## config.mk

```make
export PLATFORM = sky130hd
export DESIGN_NAME = saturating_unsigned_alu
export DESIGN_NICKNAME = d
export VERILOG_FILES = /design/src/rtl/sua_pkg.sv /design/src/rtl/sua_serial_unit.sv /design/src/rtl/sua_muldiv_unit.sv /design/src/rtl/saturating_unsigned_alu.sv
export VERILOG_INCLUDE_DIRS = /design/src /design/src/rtl
export SDC_FILE = /design/constraint.sdc
export NUM_CORES = 1
export LEC_CHECK = 0
export CAP_MARGIN = 5
export CELL_PAD_IN_SITES_DETAIL_PLACEMENT = 1
export CELL_PAD_IN_SITES_GLOBAL_PLACEMENT = 2
export CORE_UTILIZATION = 44
export CTS_BUF_LIST = sky130_fd_sc_hd__clkbuf_8
export CTS_CLUSTER_SIZE = 40
export DETAILED_ROUTE_END_ITERATION = 10
export DONT_BUFFER_PORTS = 1
export GPL_TIMING_DRIVEN = 0
export PLACE_DENSITY_LB_ADDON = 0.1
export SLEW_MARGIN = 5
export SYNTH_ARGS = -nofsm -noshare
export SYNTH_HDL_FRONTEND = slang
export SYNTH_SLANG_ARGS = --single-unit
```

## constraint.sdc

```tcl
create_clock -name clk -period 4.6 [get_ports clk]
set_input_delay 0.46 -clock clk [delete_from_list [all_inputs] [get_ports clk]]
set_output_delay 0.46 -clock clk [all_outputs]
set_load 0.02 [all_outputs]
```

## src/rtl/saturating_unsigned_alu_macros.svh

```systemverilog
// ----------------------------------------------------------------------------
// saturating unsigned alu assertion macros
// concurrent checks clocked on clk and disabled while arst_n is low
// ----------------------------------------------------------------------------
`ifndef SATURATING_UNSIGNED_ALU_MACROS_SVH
`define SATURATING_UNSIGNED_ALU_MACROS_SVH

// consequent must hold in the same cycle
`define SUA_ASSERT_NOW(lbl, ante, cons) \
	lbl: assert property (@(posedge clk) disable iff (!arst_n) (ante) |-> (cons)) \
		else $error("sua assertion failed");

// consequent must hold in the next cycle
`define SUA_ASSERT_NEXT(lbl, ante, cons) \
	lbl: assert property (@(posedge clk) disable iff (!arst_n) (ante) |=> (cons)) \
		else $error("sua assertion failed");

`endif

```

## src/rtl/sua_pkg.sv

```systemverilog
// ----------------------------------------------------------------------------
// sua_pkg
// shared types and constants of the saturating unsigned alu
// ----------------------------------------------------------------------------
`default_nettype none

package sua_pkg;

	localparam int FUNC_W = 4;
	localparam int OPND_W = 32;
	localparam int RES_W  = 32;

	typedef enum logic [FUNC_W-1:0] {
		FN_AND  = 4'd0,
		FN_OR   = 4'd1,
		FN_XOR  = 4'd2,
		FN_NOT  = 4'd3,
		FN_LOAD = 4'd4,
		FN_ADD  = 4'd5,
		FN_SUB  = 4'd6,
		FN_MUL  = 4'd7,
		FN_DIV  = 4'd8,
		FN_INC  = 4'd9,
		FN_DEC  = 4'd10
	} sua_func_t;

	typedef struct packed {
		logic start;
		logic step;
	} sua_ctl_t;

endpackage

`default_nettype wire

```

## src/rtl/sua_serial_unit.sv

```systemverilog
// ----------------------------------------------------------------------------
// sua_serial_unit
// bit-serial logic, add and subtract unit, lsb first, one bit per step
// ----------------------------------------------------------------------------
`default_nettype none

module sua_serial_unit #(
	parameter int DW = 32
) (
	input  logic                      clk,
	input  sua_pkg::sua_ctl_t         ctl,
	input  logic [sua_pkg::FUNC_W-1:0] fn,
	input  logic [DW-1:0]             a,
	input  logic [DW-1:0]             b,
	output logic [DW-1:0]             res
);
	import sua_pkg::*;

	sua_func_t     fn_q;
	logic [DW-1:0] a_q;
	logic [DW-1:0] b_q;
	logic [DW-1:0] r_q;
	logic          c_q;
	logic          r_bit;
	logic          c_next;
	sua_func_t     fn_in;

	assign fn_in = sua_func_t'(fn);

	always_comb begin
		r_bit  = a_q[0];
		c_next = c_q;
		case (fn_q) inside
			FN_AND:  r_bit = a_q[0] & b_q[0];
			FN_OR:   r_bit = a_q[0] | b_q[0];
			FN_XOR:  r_bit = a_q[0] ^ b_q[0];
			FN_NOT:  r_bit = ~a_q[0];
			FN_LOAD: r_bit = b_q[0];
			FN_ADD, FN_INC: begin
				r_bit  = a_q[0] ^ b_q[0] ^ c_q;
				c_next = (a_q[0] & b_q[0]) | ((a_q[0] ^ b_q[0]) & c_q);
			end
			FN_SUB, FN_DEC: begin
				r_bit  = a_q[0] ^ b_q[0] ^ c_q;
				c_next = (~a_q[0] & b_q[0]) | (~(a_q[0] ^ b_q[0]) & c_q);
			end
			default: r_bit = a_q[0];
		endcase
	end

	always_ff @(posedge clk) begin
		if (ctl.start) begin
			fn_q <= fn_in;
			a_q  <= a;
			b_q  <= (fn_in == FN_INC || fn_in == FN_DEC) ? DW'(1) : b;
			c_q  <= 1'b0;
		end else if (ctl.step) begin
			a_q <= {1'b0, a_q[DW-1:1]};
			b_q <= {1'b0, b_q[DW-1:1]};
			r_q <= {r_bit, r_q[DW-1:1]};
			c_q <= c_next;
		end
	end

	// carry saturates high, borrow clamps at zero
	always_comb begin
		case (fn_q) inside
			FN_ADD, FN_INC: res = c_q ? '1 : r_q;
			FN_SUB, FN_DEC: res = c_q ? '0 : r_q;
			default:        res = r_q;
		endcase
	end

endmodule

`default_nettype wire

```

## src/rtl/sua_muldiv_unit.sv

```systemverilog
// ----------------------------------------------------------------------------
// sua_muldiv_unit
// shift-add multiplier and restoring shift-subtract divider, one bit per step
// ----------------------------------------------------------------------------
`default_nettype none

module sua_muldiv_unit #(
	parameter int DW = 32
) (
	input  logic                      clk,
	input  sua_pkg::sua_ctl_t         ctl,
	input  logic [sua_pkg::FUNC_W-1:0] fn,
	input  logic [DW-1:0]             a,
	input  logic [DW-1:0]             b,
	output logic [DW-1:0]             res
);
	import sua_pkg::*;

	logic [DW-1:0] hi_q;
	logic [DW-1:0] lo_q;
	logic [DW-1:0] m_q;
	logic          div_q;
	logic          nz_q;
	logic [DW:0]   sum;
	logic [DW:0]   trial;
	logic          is_div;

	assign is_div = (sua_func_t'(fn) == FN_DIV);
	assign sum    = {1'b0, hi_q} + (lo_q[0] ? {1'b0, m_q} : '0);
	assign trial  = {hi_q, lo_q[DW-1]} - {1'b0, m_q};

	always_ff @(posedge clk) begin
		if (ctl.start) begin
			div_q <= is_div;
			nz_q  <= (a != '0);
			hi_q  <= '0;
			lo_q  <= is_div ? a : b;
			m_q   <= is_div ? b : a;
		end else if (ctl.step) begin
			if (div_q) begin
				if (!trial[DW]) begin
					hi_q <= trial[DW-1:0];
					lo_q <= {lo_q[DW-2:0], 1'b1};
				end else begin
					hi_q <= {hi_q[DW-2:0], lo_q[DW-1]};
					lo_q <= {lo_q[DW-2:0], 1'b0};
				end
			end else begin
				hi_q <= sum[DW:1];
				lo_q <= {sum[0], lo_q[DW-1:1]};
			end
		end
	end

	// divide by zero gives all ones for a nonzero dividend, else zero; a nonzero upper product half means overflow
	always_comb begin
		if (div_q) begin
			if (m_q == '0) begin
				res = nz_q ? '1 : '0;
			end else begin
				res = lo_q;
			end
		end else begin
			res = (hi_q != '0) ? '1 : lo_q;
		end
	end

endmodule

`default_nettype wire

```

## src/rtl/saturating_unsigned_alu.sv

```systemverilog
// ----------------------------------------------------------------------------
// saturating_unsigned_alu: bit-serial accumulator alu with saturation
// one bit per cycle in the run state, then the result is registered in the finish state
// a new request is taken only while idle, so one transaction ends before the next is accepted
// arst_n clears the accumulator, the sequencer and the result valid
// ----------------------------------------------------------------------------
`default_nettype none
`include "saturating_unsigned_alu_macros.svh"

module saturating_unsigned_alu #(
	parameter int DATA_WIDTH = 32
) (
	input  logic                       clk,
	input  logic                       arst_n,
	input  logic                       req_valid,
	output logic                       req_stall,
	input  logic [sua_pkg::FUNC_W-1:0] func,
	input  logic [sua_pkg::OPND_W-1:0] operand,
	input  logic                       to_self,
	output logic                       rsp_valid,
	input  logic                       rsp_stall,
	output logic [sua_pkg::RES_W-1:0]  result
);
	import sua_pkg::*;

	localparam int DW = DATA_WIDTH;
	localparam int CW = $clog2(DW);

	typedef enum logic [1:0] {
		ST_IDLE,
		ST_RUN,
		ST_FIN
	} state_t;

	state_t         state_q;
	logic [CW-1:0]  cnt_q;
	sua_func_t      fn_q;
	logic           to_self_q;
	logic [DW-1:0]  acc_q;
	logic           rsp_valid_q;
	logic [RES_W-1:0] res_q;

	sua_ctl_t       ctl;
	logic           accept;
	logic           fin_done;
	logic [DW-1:0]  opnd_dw;
	logic [DW-1:0]  ser_res;
	logic [DW-1:0]  md_res;
	logic [DW-1:0]  fin_res;
	logic [RES_W-1:0] res_ext;

	generate
		if (DW > OPND_W) begin : g_opnd_wide
			assign opnd_dw = {{(DW-OPND_W){1'b0}}, operand};
		end else begin : g_opnd_narrow
			assign opnd_dw = operand[DW-1:0];
		end
		if (DW >= RES_W) begin : g_res_wide
			assign res_ext = fin_res[RES_W-1:0];
		end else begin : g_res_narrow
			assign res_ext = {{(RES_W-DW){1'b0}}, fin_res};
		end
	endgenerate

	assign req_stall = (state_q != ST_IDLE);
	assign accept    = req_valid && !req_stall;
	assign ctl.start = accept;
	assign ctl.step  = (state_q == ST_RUN);
	assign fin_done  = (state_q == ST_FIN) && (!rsp_valid_q || !rsp_stall);
	assign fin_res   = (fn_q == FN_MUL || fn_q == FN_DIV) ? md_res : ser_res;
	assign rsp_valid = rsp_valid_q;
	assign result    = res_q;

	sua_serial_unit #(
		.DW(DW)
	) u_serial (
		.clk(clk),
		.ctl(ctl),
		.fn (func),
		.a  (acc_q),
		.b  (opnd_dw),
		.res(ser_res)
	);

	sua_muldiv_unit #(
		.DW(DW)
	) u_muldiv (
		.clk(clk),
		.ctl(ctl),
		.fn (func),
		.a  (acc_q),
		.b  (opnd_dw),
		.res(md_res)
	);

	always_ff @(posedge clk or negedge arst_n) begin
		if (!arst_n) begin
			state_q     <= ST_IDLE;
			cnt_q       <= '0;
			fn_q        <= FN_AND;
			to_self_q   <= 1'b0;
			acc_q       <= '0;
			rsp_valid_q <= 1'b0;
			res_q       <= '0;
		end else begin
			if (rsp_valid_q && !rsp_stall && !fin_done) begin
				rsp_valid_q <= 1'b0;
			end
			unique case (state_q)
				ST_IDLE: begin
					if (accept) begin
						fn_q      <= sua_func_t'(func);
						to_self_q <= to_self;
						cnt_q     <= CW'(DW-1);
						state_q   <= ST_RUN;
					end
				end
				ST_RUN: begin
					cnt_q <= cnt_q - CW'(1);
					if (cnt_q == '0) begin
						state_q <= ST_FIN;
					end
				end
				ST_FIN: begin
					if (fin_done) begin
						res_q       <= res_ext;
						rsp_valid_q <= 1'b1;
						// unused codes never write back
						if (to_self_q && fn_q <= FN_DEC) begin
							acc_q <= fin_res;
						end
						state_q <= ST_IDLE;
					end
				end
				default: state_q <= ST_IDLE;
			endcase
		end
	end

	`SUA_ASSERT_NEXT(a_accept_runs, accept, state_q == ST_RUN)
	`SUA_ASSERT_NEXT(a_run_ends, state_q == ST_RUN && cnt_q == '0, state_q == ST_FIN)
	`SUA_ASSERT_NEXT(a_acc_only_fin, state_q != ST_FIN, $stable(acc_q))
	`SUA_ASSERT_NEXT(a_rsp_only_fin, state_q != ST_FIN && !rsp_valid_q, !rsp_valid_q)
	`SUA_ASSERT_NOW(a_fin_loads, fin_done, state_q == ST_FIN)

endmodule

`default_nettype wire
```

# [Yosys cells after proc, flatten, opt, wreduce, memory -nomap -nowiden]
# Cells that the tools add are included.
# W data, S select, Z words.
[classes] n_addsub=3 n_bitwise=17 order_cmp=1 n_reduce_logical=31 n_mux=41 n_eq_ne=18
[op_table] op="$mux W32" n=22
[op_table] op="$reduce_bool A32 Y1" n=2
[op_table] op="$add A32 B33 Y33" n=1
[op_table] op="$sub A33 B32 Y33" n=1
[op_table] op="$logic_not A32 Y1" n=1
[op_table] op="$eq A4 B4 Y1 const B" n=6
[op_table] op="$eq A4 B3 Y1 const B" n=4
[op_table] op="$mux W1" n=13
[op_table] op="$pmux W5 S2" n=1
[op_table] op="$eq A4 B2 Y1 const B" n=2
[op_table] op="$not A1 Y1" n=8
[op_table] op="$reduce_and A2 Y1" n=4
[op_table] op="$reduce_bool A2 Y1" n=4
[op_table] op="$reduce_and A7 Y1" n=1
[op_table] op="$mux W2" n=3
[op_table] op="$pmux W2 S3" n=1
[op_table] op="$reduce_and A3 Y1" n=2
[op_table] op="$logic_and A1 B1 Y1" n=5
[op_table] op="$logic_not A5 Y1" n=1
[op_table] op="$mux W5" n=1
[op_table] op="$sub A5 B1 Y5 const B" n=1
[op_table] op="$and A1 B1 Y1" n=4
[op_table] op="$eq A4 B1 Y1 const B" n=1
[op_table] op="$le A4 B4 Y1 const B" n=1
[op_table] op="other kinds (11)" n=21
[word_totals] input_bits=41 output_inout_bits=34 ff_bits=276 word_cells=128

# [Depth between registers and ports, before layout]
[logic_depth] depth_word=9 mapped_depth=13 depth_no_buf=12

# [Modules after synthesis]
# From an unflattened synthesis, not the netlist that was laid out.
[hier_totals] hier_cells=1670 area_unflattened_um2=16766.1
[modules_own_cells] module="sua_muldiv_unit" cells_each=1058 area_each_um2=9096.2 n_inst=1 seq_area_each_um2=2622.5
[modules_own_cells] module="sua_serial_unit" cells_each=314 area_each_um2=4426.7 n_inst=1 seq_area_each_um2=3022.9
[modules_own_cells] module="saturating_unsigned_alu" cells_each=298 area_each_um2=3243.1 n_inst=1 seq_area_each_um2=1926.8

# [Least setup slack after synthesis]
# OpenSTA, ideal clock, no wires.
[synth_path] path_kind="register to register" startpoint="register state_q[1]" endpoint="register u_muldiv.lo_q[0], enable pin" stages_incl_launch_ff=6 arrival_ns=2.881 path_buffers=1 synth_period_minus_slack_ns=3.332 required_ns=4.150 setup_ns=0.450 slack_ns=1.268 cell_sequence="dfrtp_1 -> nand2b_1 -> inv_1 -> clkbuf_1 -> nor2_1 -> inv_1"
[synth_between] elab_chain_len=4 word_cells_on_any_way=5 classes_between="1 x eq/ne; 4 x reduce/logical"
[synth_lines] item="start, declared" line="saturating_unsigned_alu.sv:35" source="state_t state_q;"
[synth_lines] item="start signal, assigned" line="saturating_unsigned_alu.sv:98" source="state_q <= ST_IDLE;"
[synth_lines] item="start signal, assigned" line="saturating_unsigned_alu.sv:115" source="state_q <= ST_RUN;"
[synth_lines] item="start signal, assigned" line="saturating_unsigned_alu.sv:121" source="state_q <= ST_FIN;"
[synth_lines] item="$reduce_bool A2 Y1" line="saturating_unsigned_alu.sv:65" source="assign req_stall = (state_q != ST_IDLE);"
[synth_lines] item="$logic_not A1 Y1" line="saturating_unsigned_alu.sv:66" source="assign accept = req_valid && !req_stall;"
[synth_lines] item="$logic_and A1 B1 Y1" line="saturating_unsigned_alu.sv:66"
[synth_lines] item="$reduce_bool A2 Y1 (no source line) *"
[synth_lines] item="end signal, assigned" line="sua_muldiv_unit.sv:43" source="lo_q <= {lo_q[DW-2:0], 1'b1};"
[synth_lines] item="end signal, assigned" line="sua_muldiv_unit.sv:46" source="lo_q <= {lo_q[DW-2:0], 1'b0};"
[synth_lines] item="end signal, assigned" line="sua_muldiv_unit.sv:50" source="lo_q <= {sum[0], lo_q[DW-1:1]};"
[synth_lines] item="end, declared" line="sua_muldiv_unit.sv:20" source="logic [DW-1:0] lo_q;"
# Mark *: on every way between the ends. The rest lies on a longest branch, timed or not.
# A chain may end at the register's enable or synchronous reset.

# [Worst setup path after layout]
[layout_path] startpoint="register u_muldiv.lo_q[0]" endpoint="register u_muldiv.hi_q[31]"
[layout_between] elab_chain_len=3
[layout_lines] item="start signal, assigned" line="sua_muldiv_unit.sv:37" source="lo_q <= is_div ? a : b;"
[layout_lines] item="start signal, assigned" line="sua_muldiv_unit.sv:43"
[layout_lines] item="start signal, assigned" line="sua_muldiv_unit.sv:46"
[layout_lines] item="$mux W32" line="sua_muldiv_unit.sv:29" source="assign sum = {1'b0, hi_q} + (lo_q[0] ? {1'b0, m_q} : '0);"
[layout_lines] item="$add A32 B33 Y33" line="sua_muldiv_unit.sv:29"
[layout_lines] item="$mux W32" line="sua_muldiv_unit.sv:40" source="if (div_q) begin"
[layout_lines] item="end signal, assigned" line="sua_muldiv_unit.sv:42" source="hi_q <= trial[DW-1:0];"
[layout_lines] item="end signal, assigned" line="sua_muldiv_unit.sv:45" source="hi_q <= {hi_q[DW-2:0], lo_q[DW-1]};"
[layout_lines] item="end signal, assigned" line="sua_muldiv_unit.sv:49" source="hi_q <= sum[DW:1];"
[layout_lines] item="end, declared" line="sua_muldiv_unit.sv:19" source="logic [DW-1:0] hi_q;"
# No other way between the ends.

==> impl_metrics.ini <==
[run_status]
status = complete, no violations

[synth]
ys_seq_area_share_pct = 46.6
yosys-top-cells-count = nand2_1, a21oi_1, edfxtp_1, mux2_2, dfrtp_1
synth_largest_area_cell = edfxtp_1
async_reset_ff_share_pct = 27.9
synthTopCellsByArea = edfxtp_1, dfrtp_1, mux2_2, a21oi_1, ha_1
ys_ff_latch = 276
synth-main-ff-cell = edfxtp_1
postSynthAreaPerCell_um2 = 10.3
yosysWarnings = 0
synth_edf_count = 166
post-synth-top-count-cell = nand2_1
synth_top_area_share_pct = 30.7
synth.distinct_cells = 79
netlist_area_um2 = 16200
syn_nets = 1694
syn_inst = 1581

[worst_setup_path]
end_kind = flop
crit_required_ns = 5.04
crit_family = compound AO/OA/AOI/OAI gates
critical_path_class = flop to flop
crit_arrival_ns = 4.46
startpoint_type = flop
regToRegSetupSlack_ns = 0.58
path_max_fanout = 10
max_stage_delay_ns = 0.53
crit_chain = clkbuf_1 > and2_1 > ha_1 > buf_2 > a21oi_1 > o21ai_0 > a221o_1 > a21o_1 > a41oi_1 > o31ai_1 > nor4b_1 > a2111oi_0 > nor4_1
path_buf_inv = 2
critical_path.slowest_cell = a2111oi_0

[grt]
grt_first_pass_wirelength_mm = 80.9
grt_pass1_vias = 13733
grt_start_max_net_pins = 78
grtUsageMet2_pct = 47.0
grt_use_met3_pct = 4.75
grt.busiest_layer = met2
antenna_found_initial = 0
grt_overflow = 0
met1_usage_pct = 35.9
grt_usage_pct = 28.0

[power_and_ir_drop]
p_leak_nw = 7.64
p_comb_share_pct = 49.9
powerDensity_nw_per_um2 = 774
clkPwrFrac_pct = 16.3
swShare_pct = 43.2
seqPwrFrac_pct = 33.8
cellInternalPower_mw = 7.87
switchingPower_mw = 5.99
max-vdd-ir-drop_uv = 310

[clocking]
htreeDepth = 2
cts_sinks = 276
cts_buffer_depth = 3
root_buffer = clkbuf_8
clk-insertion-delay-late_ns = 0.59
post_cts_buffers = 0
cts_made_buffers = 47
clk_pin_slew_ns = 0.06
cts_tree = yes

[sta]
hold_viol = 0
setup-tns-final_ns = 0
skew_ns = 0.0296
rsz0062_at_grt = false
setup-violations-final = 0
slew_violations = 0
timing_worst_slew_pin_value_ns = 1.01
relSlewSlack_pct = 32.5
max_freq_mhz = 249
period_share_pct = 87.4
timing.hold.ws_ns = 0.0754
post-route-min-period_ns = 4.02

[floorplan]
die_height_um = 194
ios = 75
rows = 69
initial_core_util_pct = 45.2
die-area_um2 = 37700
die_x_um = 194
design.core.area_um2 = 35900

[place]
dp_hpwl_mm = 39.2
portBuffers = 0
place.gp.congestion = 0.913
place_area_um2 = 16900

[run]
maxCapViolCount = 0

[layout]
final_area_um2 = 17900
insertedDiodeCount = 0
layout-drive-gt1-share_pct = 12.4
syn_to_final_growth_pct = 10.3
nets = 1753
fillers = 4019

[route]
routed_wl_mm = 52.5
vias = 12825
routedWlPerCell_um = 24.5
drt_iter0_drc = 668
drt_first_pass_iters = 5
via_per_inst = 6.00
final_antenna_net_count = 0
remaining_drc_errors = 0

[hold_path]
min_path_type = primary input to flop
==> through the flow <==
| step | instances | power (mW) | util, % | setup slack [ns] |
|---|---|---|---|---|
| 2_1_floorplan | 1581 | 9.47 | - | 1.27 |
| 3_3_place_gp | 2042 | 11.4 | 46.8 | -0.478 |
| 3_5_place_dp | 2045 | 11.5 | 47.0 | 0.609 |
| 4_1_cts | 2138 | 13.9 | 49.9 | 0.567 |
| 5_1_grt | 2138 | 14.8 | 49.9 | 0.385 |
| 6_report | 2138 | 13.9 | 49.9 | 0.579 |
==> state kept, by name (all words and copies together) (netlist names) <==
register and cells:
rsp_valid 1, fn_q 4, u_muldiv.lo_q 32, acc_q 32, u_serial.a_q 32, u_muldiv.hi_q 32
to_self_q 1, u_serial.b_q 32, u_serial.fn_q 4, u_serial.r_q 32, u_muldiv.nz_q 1, cnt_q 5
u_serial.c_q 1, u_muldiv.m_q 32, u_muldiv.div_q 1, result 32, state_q 2
==> layout by cell type, fill, tap and decap left out, types with 52 or more instances in the layout <==
cell,count
a21oi_1,176
nor2_1,52
nand2_1,207
clkbuf_8,52
edfxtp_1,166
o21ai_0,67
clkbuf_1,71
ha_1,68
dfrtp_1,77
mux2_2,102
inv_1,70
==> timing repair <==
item | 4_1_cts | 5_1_grt
hold buffers | 7 | 0
resized for setup | 0 | 0
endpoints found under the setup margin | 0 | 0
hold endpoints to repair | 86 | 0
==> cell type report <==
cell class	count	area, um^2	area share, %
inverters	58	220	1.23
repair buffers	10	155	0.866
multi-input cells	1164	8110	45.3
well taps	461	577	3.22
plain buffers	83	339	1.89
flip-flops and latches	276	7570	42.3
clock buffers	52	716	3.99
clock inverters	34	226	1.26
==> power groups by stage <==
stage	combinational [mW]	sequential, mW	clock [mW]
2_1_floorplan	5.06	4.41	0
3_3_place_gp	6.63	4.75	0
3_5_place_dp	6.83	4.71	0
4_1_cts	6.91	4.67	2.31
5_1_grt	7.64	4.79	2.40
6_report	6.91	4.68	2.27
==> path summary, 6_finish.rpt <==
kind | cells after the start | start | endpoint
worst max-delay path | 13 | u_muldiv.lo_q[0]$_DFFE_PP_ | u_muldiv.hi_q[31]$_SDFFE_PP0P_
worst min-delay path | 1 | operand[7] | u_serial.b_q[7]$_DFFE_PP_
worst max register to register | 13 | u_muldiv.lo_q[0]$_DFFE_PP_ | u_muldiv.hi_q[31]$_SDFFE_PP0P_
worst min register to register | 0 | u_serial.r_q[6]$_DFFE_PP_ | u_serial.r_q[5]$_DFFE_PP_
max in group asynchronous | 2 | arst_n | result[5]$_DFFE_PN0P_
min in group asynchronous | 2 | arst_n | acc_q[29]$_DFFE_PN0P_
==> metal layers <==
layer | up-vias | wire length (um) | part of all wire (%)
met5 | - | 0 | 0
met4 | 0 | 1940 | 3.7
li1 | 5988 | - | -
met2 | 287 | 25100 | 48
met3 | 115 | 2370 | 4.5
met1 | 6435 | 23000 | 44
==> logic make-up after synthesis <==
| logic type | share of synthesized area [%] |
|---|---|
| compound gates | 18.2 |
| simple gates | 12.9 |
| flops | 46.6 |
| mux | 10.1 |
| buf+inv | 3.41 |
| fa+ha+maj | 5.73 |
| xor+xnor | 3.08 |
(Power assumes the default switching activity.)
